<file path="src/design/satc_pkg.sv">
package satc_pkg;

  localparam int CmdW = 2;

  typedef enum logic [CmdW-1:0] {
    CMD_ADD_A = 2'd0,
    CMD_ADD_B = 2'd1,
    CMD_TEST  = 2'd2,
    CMD_NOP   = 2'd3
  } cmd_t;

  typedef enum logic [2:0] {
    ST_LOAD,
    ST_AXIS,
    ST_ROT,
    ST_PROJ,
    ST_CHECK,
    ST_OUT
  } state_t;

endpackage

</file>
<file path="src/design/satc_cell.sv">
module satc_cell
  import satc_pkg::*;
#(
  parameter int CW = 16
) (
  input  logic                 clk,
  input  logic                 shift_en,
  input  logic signed [CW-1:0] x_in,
  input  logic signed [CW-1:0] y_in,
  output logic signed [CW-1:0] x_out,
  output logic signed [CW-1:0] y_out
);

  logic signed [CW-1:0] x_r;
  logic signed [CW-1:0] y_r;

  always_ff @(posedge clk) begin
    if (shift_en) begin
      x_r <= x_in;
      y_r <= y_in;
    end
  end

  assign x_out = x_r;
  assign y_out = y_r;

endmodule

</file>
<file path="src/design/satc_chain.sv">
module satc_chain
  import satc_pkg::*;
#(
  parameter int CW = 16,
  parameter int N  = 16
) (
  input  logic                 clk,
  input  logic                 shift_en,
  input  logic signed [CW-1:0] x_in,
  input  logic signed [CW-1:0] y_in,
  output logic signed [CW-1:0] x_cell [N],
  output logic signed [CW-1:0] y_cell [N]
);

  logic signed [CW-1:0] xs [N+1];
  logic signed [CW-1:0] ys [N+1];

  assign xs[0] = x_in;
  assign ys[0] = y_in;

  for (genvar i = 0; i < N; i++) begin : g_cell
    satc_cell #(.CW(CW)) u_cell (
      .clk(clk), .shift_en(shift_en),
      .x_in(xs[i]), .y_in(ys[i]), .x_out(xs[i+1]), .y_out(ys[i+1])
    );
    assign x_cell[i] = xs[i+1];
    assign y_cell[i] = ys[i+1];
  end

endmodule

</file>
<file path="src/design/sat_convex_polygon_overlap_test_unit.sv">
// Separating-axis collision test for two convex polygons.
// Input transfers carry a command in tuser and a vertex in tdata. Commands 0 and 1
// append a vertex to polygon A or B; a vertex sent to a full store is dropped and
// remembered as an overflow. Command 2 runs the test and emits one result transfer,
// then empties both stores. Command 3 is ignored. Each polygon lives in a row of
// cells that rotates one vertex per cycle while its shift is enabled; the oldest
// cell and its neighbor give the current edge. Each axis goes through ST_AXIS to
// form the edge normal, ST_PROJ to walk both polygons vertex by vertex through the
// shared dot-product unit, ST_CHECK to drain its pipeline and compare the
// intervals, and ST_ROT to rotate the edge owner. The test stops at the first
// separating axis; if a store is empty, no axis is tested and collides reads 0.
// The result waits in the output register until taken; while it waits and while
// the test runs no new input is taken. The next input can be accepted in the
// cycle after the result transfer. Reset empties both stores and clears the
// overflow flag; vertex contents are not cleared.
module sat_convex_polygon_overlap_test_unit
  import satc_pkg::*;
#(
  parameter int MAX_VERTICES = 16,
  parameter int COORD_BITS   = 16
) (
  input  logic        clk,
  input  logic        rst_n,
  input  logic        in_tvalid,
  output logic        in_tready,
  input  logic [31:0] in_tdata,   // vertex_x [15:0], vertex_y [31:16]
  input  logic [1:0]  in_tuser,   // command
  output logic        out_tvalid,
  input  logic        out_tready,
  output logic [7:0]  out_tdata   // collides [0], vertex_overflow [1], zeros above
);

  localparam int CW = COORD_BITS;
  localparam int NW = $clog2(MAX_VERTICES + 1);
  localparam int DW = CW + 1;
  localparam int PW = 2 * CW + 4;

  state_t state_r, state_nxt;
  logic [NW-1:0] cnt_a_r, cnt_b_r;
  logic          ovf_r;
  logic          sep_r;
  logic          col_r, ovf_out_r;
  logic          own_b_r;
  logic [NW-1:0] edge_r;
  logic [NW:0]   proj_r;
  logic signed [DW-1:0] ax_r, ay_r;

  logic signed [CW-1:0] vx, vy;
  assign vx = CW'(in_tdata[15:0]);
  assign vy = CW'(in_tdata[31:16]);
  cmd_t cmd;
  assign cmd = cmd_t'(in_tuser);

  logic acc;
  assign acc = in_tvalid && in_tready;
  assign in_tready = (state_r == ST_LOAD);

  logic load_a, load_b;
  assign load_a = acc && cmd == CMD_ADD_A && cnt_a_r < NW'(MAX_VERTICES);
  assign load_b = acc && cmd == CMD_ADD_B && cnt_b_r < NW'(MAX_VERTICES);

  logic [NW:0] tot;
  assign tot = {1'b0, cnt_a_r} + {1'b0, cnt_b_r};

  logic proj_a, shift_a, shift_b;
  assign proj_a = proj_r < {1'b0, cnt_a_r};
  assign shift_a = load_a || (state_r == ST_ROT && !own_b_r) ||
                   (state_r == ST_PROJ && proj_a);
  assign shift_b = load_b || (state_r == ST_ROT && own_b_r) ||
                   (state_r == ST_PROJ && !proj_a);

  // A loaded vertex enters at the tail while a walk recirculates from the head.
  logic signed [CW-1:0] ah_x, ah_y, an_x, an_y, bh_x, bh_y, bn_x, bn_y;
  logic signed [CW-1:0] a_in_x, a_in_y, b_in_x, b_in_y;

  // Loads and rotations shift the whole row, so the newest vertex sits in the
  // entry cell; the rotation feeds the head back to the entry cell.
  logic signed [CW-1:0] ah_rot_x, ah_rot_y, bh_rot_x, bh_rot_y;
  assign a_in_x = load_a ? vx : ah_rot_x;
  assign a_in_y = load_a ? vy : ah_rot_y;
  assign b_in_x = load_b ? vx : bh_rot_x;
  assign b_in_y = load_b ? vy : bh_rot_y;

  logic signed [CW-1:0] ra_x [MAX_VERTICES];
  logic signed [CW-1:0] ra_y [MAX_VERTICES];
  logic signed [CW-1:0] rb_x [MAX_VERTICES];
  logic signed [CW-1:0] rb_y [MAX_VERTICES];

  satc_chain #(.CW(CW), .N(MAX_VERTICES)) u_chain_a (
    .clk(clk), .shift_en(shift_a), .x_in(a_in_x), .y_in(a_in_y),
    .x_cell(ra_x), .y_cell(ra_y));
  satc_chain #(.CW(CW), .N(MAX_VERTICES)) u_chain_b (
    .clk(clk), .shift_en(shift_b), .x_in(b_in_x), .y_in(b_in_y),
    .x_cell(rb_x), .y_cell(rb_y));

  // Valid vertices occupy cells 0 .. cnt-1, newest in cell 0, oldest (head)
  // in cell cnt-1. Rotating puts the head back in cell 0.
  logic [NW-1:0] ai, bi, ai2, bi2;
  assign ai  = (cnt_a_r == '0) ? '0 : cnt_a_r - NW'(1);
  assign bi  = (cnt_b_r == '0) ? '0 : cnt_b_r - NW'(1);
  assign ai2 = (cnt_a_r < NW'(2)) ? ai : cnt_a_r - NW'(2);
  assign bi2 = (cnt_b_r < NW'(2)) ? bi : cnt_b_r - NW'(2);
  assign ah_x = ra_x[ai[$clog2(MAX_VERTICES)-1:0]];
  assign ah_y = ra_y[ai[$clog2(MAX_VERTICES)-1:0]];
  assign an_x = ra_x[ai2[$clog2(MAX_VERTICES)-1:0]];
  assign an_y = ra_y[ai2[$clog2(MAX_VERTICES)-1:0]];
  assign bh_x = rb_x[bi[$clog2(MAX_VERTICES)-1:0]];
  assign bh_y = rb_y[bi[$clog2(MAX_VERTICES)-1:0]];
  assign bn_x = rb_x[bi2[$clog2(MAX_VERTICES)-1:0]];
  assign bn_y = rb_y[bi2[$clog2(MAX_VERTICES)-1:0]];
  assign ah_rot_x = ah_x; assign ah_rot_y = ah_y;
  assign bh_rot_x = bh_x; assign bh_rot_y = bh_y;

  // Dot-product pipeline: products registered, then sum and min/max.
  logic signed [CW-1:0] px, py;
  assign px = proj_a ? ah_x : bh_x;
  assign py = proj_a ? ah_y : bh_y;
  logic signed [CW+DW-1:0] prod_x, prod_y;
  assign prod_x = px * ax_r;
  assign prod_y = py * ay_r;
  logic signed [PW-1:0] mx_r, my_r;
  logic                 pv_r, pa_r;
  logic signed [PW-1:0] q;
  assign q = mx_r + my_r;
  logic signed [PW-1:0] lo_a_r, hi_a_r, lo_b_r, hi_b_r;
  logic                 fa_r, fb_r;

  always_ff @(posedge clk) begin
    mx_r <= PW'(prod_x);
    my_r <= PW'(prod_y);
    pa_r <= proj_a;
    if (pv_r && pa_r) begin
      if (fa_r || q < lo_a_r) lo_a_r <= q;
      if (fa_r || q > hi_a_r) hi_a_r <= q;
    end
    if (pv_r && !pa_r) begin
      if (fb_r || q < lo_b_r) lo_b_r <= q;
      if (fb_r || q > hi_b_r) hi_b_r <= q;
    end
  end

  always_ff @(posedge clk) begin
    if (!rst_n) begin
      pv_r <= 1'b0;
      fa_r <= 1'b1;
      fb_r <= 1'b1;
    end else begin
      pv_r <= (state_r == ST_PROJ);
      if (state_r == ST_AXIS) begin
        fa_r <= 1'b1;
        fb_r <= 1'b1;
      end else if (pv_r) begin
        if (pa_r) fa_r <= 1'b0;
        else fb_r <= 1'b0;
      end
    end
  end

  logic [NW-1:0] own_cnt;
  assign own_cnt = own_b_r ? cnt_b_r : cnt_a_r;
  logic last_edge;
  assign last_edge = (edge_r + NW'(1) == own_cnt);

  always_comb begin
    state_nxt = state_r;
    unique case (state_r)
      ST_LOAD: begin
        if (acc && cmd == CMD_TEST) begin
          if (cnt_a_r == '0 || cnt_b_r == '0) state_nxt = ST_OUT;
          else state_nxt = ST_AXIS;
        end
      end
      ST_AXIS:  state_nxt = ST_PROJ;
      ST_PROJ:  if (proj_r + 1'b1 == tot) state_nxt = ST_CHECK;
      ST_CHECK: begin
        if (pv_r) state_nxt = ST_CHECK;
        else state_nxt = ST_ROT;
      end
      ST_ROT: begin
        if (sep_r || (own_b_r && last_edge)) state_nxt = ST_OUT;
        else state_nxt = ST_AXIS;
      end
      ST_OUT:   if (out_tready) state_nxt = ST_LOAD;
      default:  state_nxt = ST_LOAD;
    endcase
  end

  always_ff @(posedge clk) begin
    if (!rst_n) begin
      state_r <= ST_LOAD;
      cnt_a_r <= '0;
      cnt_b_r <= '0;
      ovf_r   <= 1'b0;
      sep_r   <= 1'b0;
      own_b_r <= 1'b0;
      edge_r  <= '0;
      proj_r  <= '0;
      col_r   <= 1'b0;
      ovf_out_r <= 1'b0;
    end else begin
      state_r <= state_nxt;
      if (load_a) cnt_a_r <= cnt_a_r + NW'(1);
      if (load_b) cnt_b_r <= cnt_b_r + NW'(1);
      if (acc && (cmd == CMD_ADD_A || cmd == CMD_ADD_B) && !load_a && !load_b)
        ovf_r <= 1'b1;
      if (acc && cmd == CMD_TEST) begin
        sep_r   <= 1'b0;
        own_b_r <= 1'b0;
        edge_r  <= '0;
        proj_r  <= '0;
        ovf_out_r <= ovf_r;
      end
      if (state_r == ST_AXIS) proj_r <= '0;
      if (state_r == ST_PROJ) proj_r <= proj_r + 1'b1;
      if (state_r == ST_CHECK && !pv_r) begin
        if (hi_b_r < lo_a_r || hi_a_r < lo_b_r) sep_r <= 1'b1;
      end
      if (state_r == ST_ROT) begin
        // The rotation of the owner polygon is one shift: ST_ROT moves one vertex.
        if (last_edge) begin
          own_b_r <= 1'b1;
          edge_r  <= '0;
        end else begin
          edge_r <= edge_r + NW'(1);
        end
      end
      if (state_r == ST_OUT && out_tready) begin
        cnt_a_r <= '0;
        cnt_b_r <= '0;
        ovf_r   <= 1'b0;
      end
      if (state_r == ST_LOAD && acc && cmd == CMD_TEST)
        col_r <= 1'b0;
      if (state_r == ST_ROT && state_nxt == ST_OUT)
        col_r <= !sep_r;
    end
  end

  // Edge of the owner: from the head vertex to the next one in load order.
  // The head is the oldest, its successor is the second oldest, so the edge
  // vector is (next - head); the last edge wraps since rotation moved the head.
  logic signed [CW-1:0] e0x, e0y, e1x, e1y;
  assign e0x = own_b_r ? bh_x : ah_x;
  assign e0y = own_b_r ? bh_y : ah_y;
  assign e1x = own_b_r ? bn_x : an_x;
  assign e1y = own_b_r ? bn_y : an_y;

  always_ff @(posedge clk) begin
    if (state_r == ST_AXIS) begin
      ax_r <= DW'(e0y) - DW'(e1y);
      ay_r <= DW'(e1x) - DW'(e0x);
    end
  end

  assign out_tvalid = (state_r == ST_OUT);
  assign out_tdata  = {6'b0, ovf_out_r, col_r};

  a_cnt_bound: assert property (@(posedge clk) disable iff (!rst_n)
    cnt_a_r <= NW'(MAX_VERTICES) && cnt_b_r <= NW'(MAX_VERTICES))
    else $error("vertex count beyond capacity");
  a_out_hold: assert property (@(posedge clk) disable iff (!rst_n)
    out_tvalid && !out_tready |=> out_tvalid && $stable(out_tdata))
    else $error("result dropped while stalled");
  a_no_in_busy: assert property (@(posedge clk) disable iff (!rst_n)
    state_r != ST_LOAD |-> !in_tready)
    else $error("input taken during test");
  a_clear: assert property (@(posedge clk) disable iff (!rst_n)
    out_tvalid && out_tready |=> cnt_a_r == '0 && cnt_b_r == '0 && !ovf_r)
    else $error("stores not cleared after result");

endmodule
</file>
<file path="config.mk">
export PLATFORM = sky130hd
export DESIGN_NAME = sat_convex_polygon_overlap_test_unit
export DESIGN_NICKNAME = d
export VERILOG_FILES = /design/src/design/satc_pkg.sv /design/src/design/satc_cell.sv /design/src/design/satc_chain.sv /design/src/design/sat_convex_polygon_overlap_test_unit.sv
export SDC_FILE = /design/constraint.sdc
export NUM_CORES = 2
export LEC_CHECK = 0
export BUFFER_PORTS_ARGS = -buffer_cell sky130_fd_sc_hd__buf_4
export CAP_MARGIN = 40
export CORE_MARGIN = 2
export CORE_UTILIZATION = 59
export DETAILED_ROUTE_END_ITERATION = 10
export PLACE_DENSITY = 0.75
export SETUP_SLACK_MARGIN = 0.02
export SLEW_MARGIN = 10
export SYNTH_ARGS = -nofsm -noshare
export SYNTH_HDL_FRONTEND = slang
export SYNTH_SLANG_ARGS = --single-unit
export TNS_END_PERCENT = 1
</file>
<file path="constraint.sdc">
create_clock -name clk -period 44.4 [get_ports clk]
set_input_delay 8.88 -clock clk [delete_from_list [all_inputs] [get_ports clk]]
set_output_delay 8.88 -clock clk [all_outputs]
set_load 0.01 [all_outputs]
</file>
### After elaboration in Yosys (flattened, before gate mapping)

Cells that the tools add are included.

| storage, ports and cells | value |
|---|---|
| register bits | 1,301 |
| bits of input ports | 38 |
| output and inout port bits | 10 |
| word-level logic and storage cells | 246 |

| cells by class | value |
|---|---|
| add/sub/neg operators | 12 |
| multiply operators | 2 |
| magnitude comparators | 15 |
| equality and inequality tests | 10 |
| mux-type cells | 60 |
| bitwise logic cells | 6 |
| reduce and logical (&&, ||, !) cells | 55 |

Operator list:

| operator | number |
|---|---|
| $bmux W16 S4 | 8 |
| $mux W16 | 26 |
| $lt A36 B36 Y1 | 4 |
| $gt A36 B36 Y1 | 2 |
| $mul A16 B17 Y33 | 2 |
| $add A33 B33 Y34 | 1 |
| $sub A16 B16 Y17 | 2 |
| $logic_and A1 B1 Y1 | 21 |
| $ge A5 B5 Y1 const B | 4 |
| $mux W5 | 4 |
| $not A4 Y5 | 4 |
| $mux W3 | 6 |
| $mux W6 | 3 |
| $pmux W3 S6 | 1 |
| $mux W4 | 4 |
| $add A5 B1 Y5 const B | 3 |
| $logic_or A1 B1 Y1 | 12 |
| $reduce_and A2 Y1 | 6 |
| $logic_not A5 Y1 | 2 |
| $lt A5 B2 Y1 const B | 2 |
| $lt A5 B5 Y1 const B | 2 |
| $eq A3 B3 Y1 const B | 3 |
| $mux W1 | 8 |
| $sub A4 B1 Y4 const B | 2 |
| other kinds (17) | 28 |

### Logic depth before layout (Yosys ltp)

| depth | value |
|---|---|
| word-level depth | 9 |
| gate-level depth with buffers | 42 |
| depth with buffers taken out | 33 |

### Hierarchy

A second synthesis with hierarchy kept.

| unflattened totals | value |
|---|---|
| cells, all modules | 6,834 |
| area total of the unflattened synthesis | 86,394.1 sq um |

Modules (own cells, without submodules):

| module | times used | cells an instance | area an instance (sq um) | sequential area each (sq um) |
|---|---|---|---|---|
| sat_convex_polygon_overlap_test_unit | 1 | 5,810 | 55,644.6 | 7,086.8 |
| satc_cell | 32 | 32 | 960.9 | 960.9 |

### Least setup slack after synthesis

No wires, ideal clock.

| path | value |
|---|---|
| path type | flip-flop to flip-flop |
| start | reg cnt_a_r[1] |
| end | reg u_chain_b.g_cell[0].u_cell.x_r[0], enable pin |
| library setup time | 2.098 ns |
| arrival | 37.592 ns |
| required time | 42.302 ns |
| slack | 4.711 ns |
| cell stages (with the launch flop) | 11 |
| path buffers | 1 |
| clock period less this slack | 39.689 ns |
| cells stage by stage | dfxtp_1 inv_1 ha_1 o21ai_0 nand2b_1 a21o_1 a21oi_1 o21ai_1 inv_1 buf_1 o21ai_0 |

| between the ends | value |
|---|---|
| longest elaborated chain between the ends | 4 |

RTL lines:

| item | line | RTL |
|---|---|---|
| start, declared | sat_convex_polygon_overlap_test_unit.sv:39 | `logic [NW-1:0] cnt_a_r, cnt_b_r;` |
| start signal, assigned | sat_convex_polygon_overlap_test_unit.sv:202 | `if (load_a) cnt_a_r <= cnt_a_r + NW'(1);` |
| $lt A6 B5 Y1 | sat_convex_polygon_overlap_test_unit.sv:66 | `assign proj_a = proj_r < {1'b0, cnt_a_r};` |
| via proj_a | sat_convex_polygon_overlap_test_unit.sv:65 | `logic proj_a, shift_a, shift_b;` |
| $logic_not A1 Y1 | sat_convex_polygon_overlap_test_unit.sv:70 | `(state_r == ST_PROJ && !proj_a);` |
| $logic_and A1 B1 Y1 | sat_convex_polygon_overlap_test_unit.sv:70 |  |
| $logic_or A1 B1 Y1 | sat_convex_polygon_overlap_test_unit.sv:69 | `assign shift_b = load_b \|\| (state_r == ST_ROT && own_b_r) \|\|` |
| via shift_b | sat_convex_polygon_overlap_test_unit.sv:65 |  |
| end signal, assigned | satc_cell.sv:19 | `x_r <= x_in;` |
| end, declared | satc_cell.sv:14 | `logic signed [CW-1:0] x_r;` |

The timed path passes the listed nets, and every way through them passes these cells.
A chain may end at the register's enable or synchronous reset.

### Worst setup path in the final report

| path | value |
|---|---|
| start | in in_tuser[1] |
| end | reg u_chain_a.g_cell[10].u_cell.x_r[8], enable pin |

| between the ends | value |
|---|---|
| longest elaborated chain between the ends | 5 |

RTL lines:

| item | line | RTL |
|---|---|---|
| start, declared | sat_convex_polygon_overlap_test_unit.sv:27 | `input logic [1:0] in_tuser,` |
| $logic_not A2 Y1 | sat_convex_polygon_overlap_test_unit.sv:59 | `assign load_a = acc && cmd == CMD_ADD_A && cnt_a_r < NW'(MAX_VERTICES);` |
| $logic_and A1 B1 Y1 (2 in series) | sat_convex_polygon_overlap_test_unit.sv:59 |  |
| $logic_or A1 B1 Y1 (2 in series) | sat_convex_polygon_overlap_test_unit.sv:67 | `assign shift_a = load_a \|\| (state_r == ST_ROT && !own_b_r) \|\|` |
| via shift_a | sat_convex_polygon_overlap_test_unit.sv:65 |  |
| end signal, assigned | satc_cell.sv:19 |  |
| end, declared | satc_cell.sv:14 |  |

The timed path passes the listed nets, and every way through them passes these cells.

==> impl_metrics.ini <==
[drt]
drc_errors = 0
avgRoutedWirePerCell_microns = 23.62
avgViaCountPerCell = 6.484
drt_iter0_drc = 6366
dr_total_vias = 57570
drtAntennaViolNets = 0
drtPass1Iterations = 8
routed_wl_microns = 209700

[die]
core-area_sq_um = 144000
rows = 139
die-area_sq_um = 148600
initial_core_util_pct = 59.62
fp.dieW_microns = 385.5
dieHeight_microns = 385.5
num_io_pins = 48

[finish]
nets = 7914
regArea_sq_um = 37840
nFillCells = 10520
drive_gt1_share_pct = 10.90
multi_input_area_sq_um = 43440
diodes = 0
stdcell_count = 8878
area_delta_synth_final_pct = 8.122

[synthesis]
synthAdderAreaFrac_pct = 19.61
synth_top_family_by_area = adder cells
yosysMostFrequentCell = edfxtp_1
yosysWarnings = 0
yosys-top-cells-area = edfxtp_1 42%, fa_1 13%, mux4_2 7.1%
ys_types = 81
synthMuxAreaShare_pct = 9.996
ys_top_cells_by_count = 1194 x edfxtp_1, 773 x inv_1, 676 x nand2_1
ys.flop_type = edfxtp_1
yosysTopAreaCell = edfxtp_1
synthCells = 6939
async_reset_ff_share_pct = 0
synth_top_area_share_pct = 41.76
yosys.area_share.simple_pct = 8.256
synthesis.area_sq_um = 85850
avgSynthCellArea_sq_um = 12.37
synth-compound-area-share_pct = 10.88
ys_ff_latch = 1293
synth_edf_count = 1194
synth-xor-area-share_pct = 1.602
ys_seq_area_share_pct = 44.07

[timing]
min_period_ps = 13270
drv_slew = 0
timing.fmax_ghz = 0.07536
rsz0062_at_grt = false
maxSlewHeadroom_pct = 29.53
hold_violations = 0
final.period_utilization_pct = 29.88
tightest_slew_ps = 1057
setup_tns_ps = 0
fin_skew_ps = 63.67
finalSetupViolations = 0

[critical_path]
crit_arrival_ps = 13710
cp_max_fo = 71
crit_required_ps = 44840
path_class = primary input to flip-flop
endpoint_kind = flip-flop
cp-start-kind = primary input
rr_worst_depth = 33

[global_route]
grt_pass1_wl_microns = 331800
antenna_found_initial = 5
grt_use_total_pct = 28.70
overflow = 0
grt_max_degree = 179
grt_pass1_vias = 58930

[worst_hold_path]
min_path_cells = 2
hp-class = flip-flop to flip-flop

[clocking]
holdBufCountCts = 0
postCtsSetupBuffers = 0
htreeDepth = 4
path_clk_slew_ps = 60
cts_resized = 0
numCtsBuffers = 141
cts_tree = built
clk_path_buf_depth = 3
root_buffer = clkbuf_16
clock_sinks = 1293
clk_latency_ps = 810

[job]
maxCapViolCount = 0

[placed_design]
numPlacedInstances = 8622
place_hpwl_microns = 140800
gp_congestion = 0.8876
io_buffers = 41

[outcome]
status = completed
[state kept, by name, indices dropped and copies added, names as in the netlist, 5 cells and up]
| signal | count |
|---|---|
| hi_b_r | 34 |
| hi_a_r | 34 |
| lo_b_r | 34 |
| my_r | 33 |
| lo_a_r | 34 |
| proj_r | 6 |
| ax_r | 17 |
| mx_r | 33 |
| u_chain_a.g_cell.u_cell.y_out | 256 |
| cnt_b_r | 5 |
| u_chain_a.g_cell.u_cell.x_out | 256 |
| edge_r | 5 |
| ay_r | 17 |
| u_chain_b.g_cell.u_cell.y_out | 256 |
| cnt_a_r | 5 |
| u_chain_b.g_cell.u_cell.x_out | 256 |
[path summary, 6_finish.rpt]
kind | start | to | slack, ps
worst min-delay path | col_r | col_r | 460
worst max register to register | cnt_b_r[0] | my_r[29] | 32620
worst max-delay path | in_tuser[1] | u_chain_a.g_cell[10].u_cell.x_out[8] | 31130
worst min register to register | col_r | col_r | 460
[through the flow]
step	cell area [sq um]	setup WS [ps]	hold WS (ps)	util [%]
6_report	92830	31130	455.4	64.46
4_1_cts	92780	30890	452.9	64.43
3_5_place_dp	88160	30040	449.0	61.22
5_1_grt	92830	30850	468.3	64.46
3_3_place_gp	87750	29800	442.3	60.94
2_1_floorplan	85870	4711	431.9	-
[worst max-delay path, stage by stage]
cell and delay, ps:
buf_4 120, nand3b_1 230, nor3_2 160, buf_4 650
a21oi_1 170, o21ai_4 270, buf_4 650, buf_12 300
buf_4 190, buf_16 310, buf_4 510, buf_12 320
buf_4 470, buf_12 310
[cells by family (layout without fill, tap and decap cells)]
logic type / Yosys count / in the layout
AND/OR/NAND/NOR: 1476 / 1476
buffers and inverters: 1167 / 1198
multiplexers: 508 / 508
adder cells (fa/ha/maj): 1012 / 1012
other: 1 / 6
flip-flops: 1293 / 1293
AO/OA/AOI/OAI: 1325 / 1325
XOR/XNOR: 157 / 157
[per-layer routing]
metal	global-route usage (%)	share of wire, %
met3	5.750	9.4
met2	44.50	46
met4	11.05	3.8
met5	0	0.011
met1	40.24	40
[area by class of cell]
class,count,area share (%)
Multi-Input combinational cell,4484,46.79
Timing Repair Buffer,169,1.760
Clock buffer,182,4.168
Tap cell,1903,2.565
Clock inverter,72,0.8087
Inverter,775,3.139
Sequential cell,1293,40.76
[cell usage in the layout, fill, tap and decap left out, types with 34 or more instances in the layout]
cell type / synthesis / layout
dfxtp_1: 99 / 98
nand3_1: 90 / 90
nand2_1: 676 / 676
edfxtp_1: 1194 / 1194
clkbuf_16: 0 / 146
nand2b_1: 34 / 34
ha_1: 456 / 456
mux2i_1: 160 / 157
inv_1: 773 / 771
and2_1: 367 / 366
mux2_2: 73 / 73
xor2_1: 35 / 35
mux4_2: 271 / 271
fa_1: 556 / 556
a21o_1: 120 / 120
nor3_1: 58 / 57
xnor2_1: 122 / 122
a221oi_1: 136 / 136
a211oi_1: 261 / 261
o21ai_0: 145 / 141
a22oi_1: 134 / 134
buf_4: 51 / 142
a21oi_1: 253 / 251
a311oi_1: 95 / 95
nor2_1: 132 / 127
Power is not shown: default switching activity piles up to over one toggle a cycle in this logic, so the estimate is an artifact.
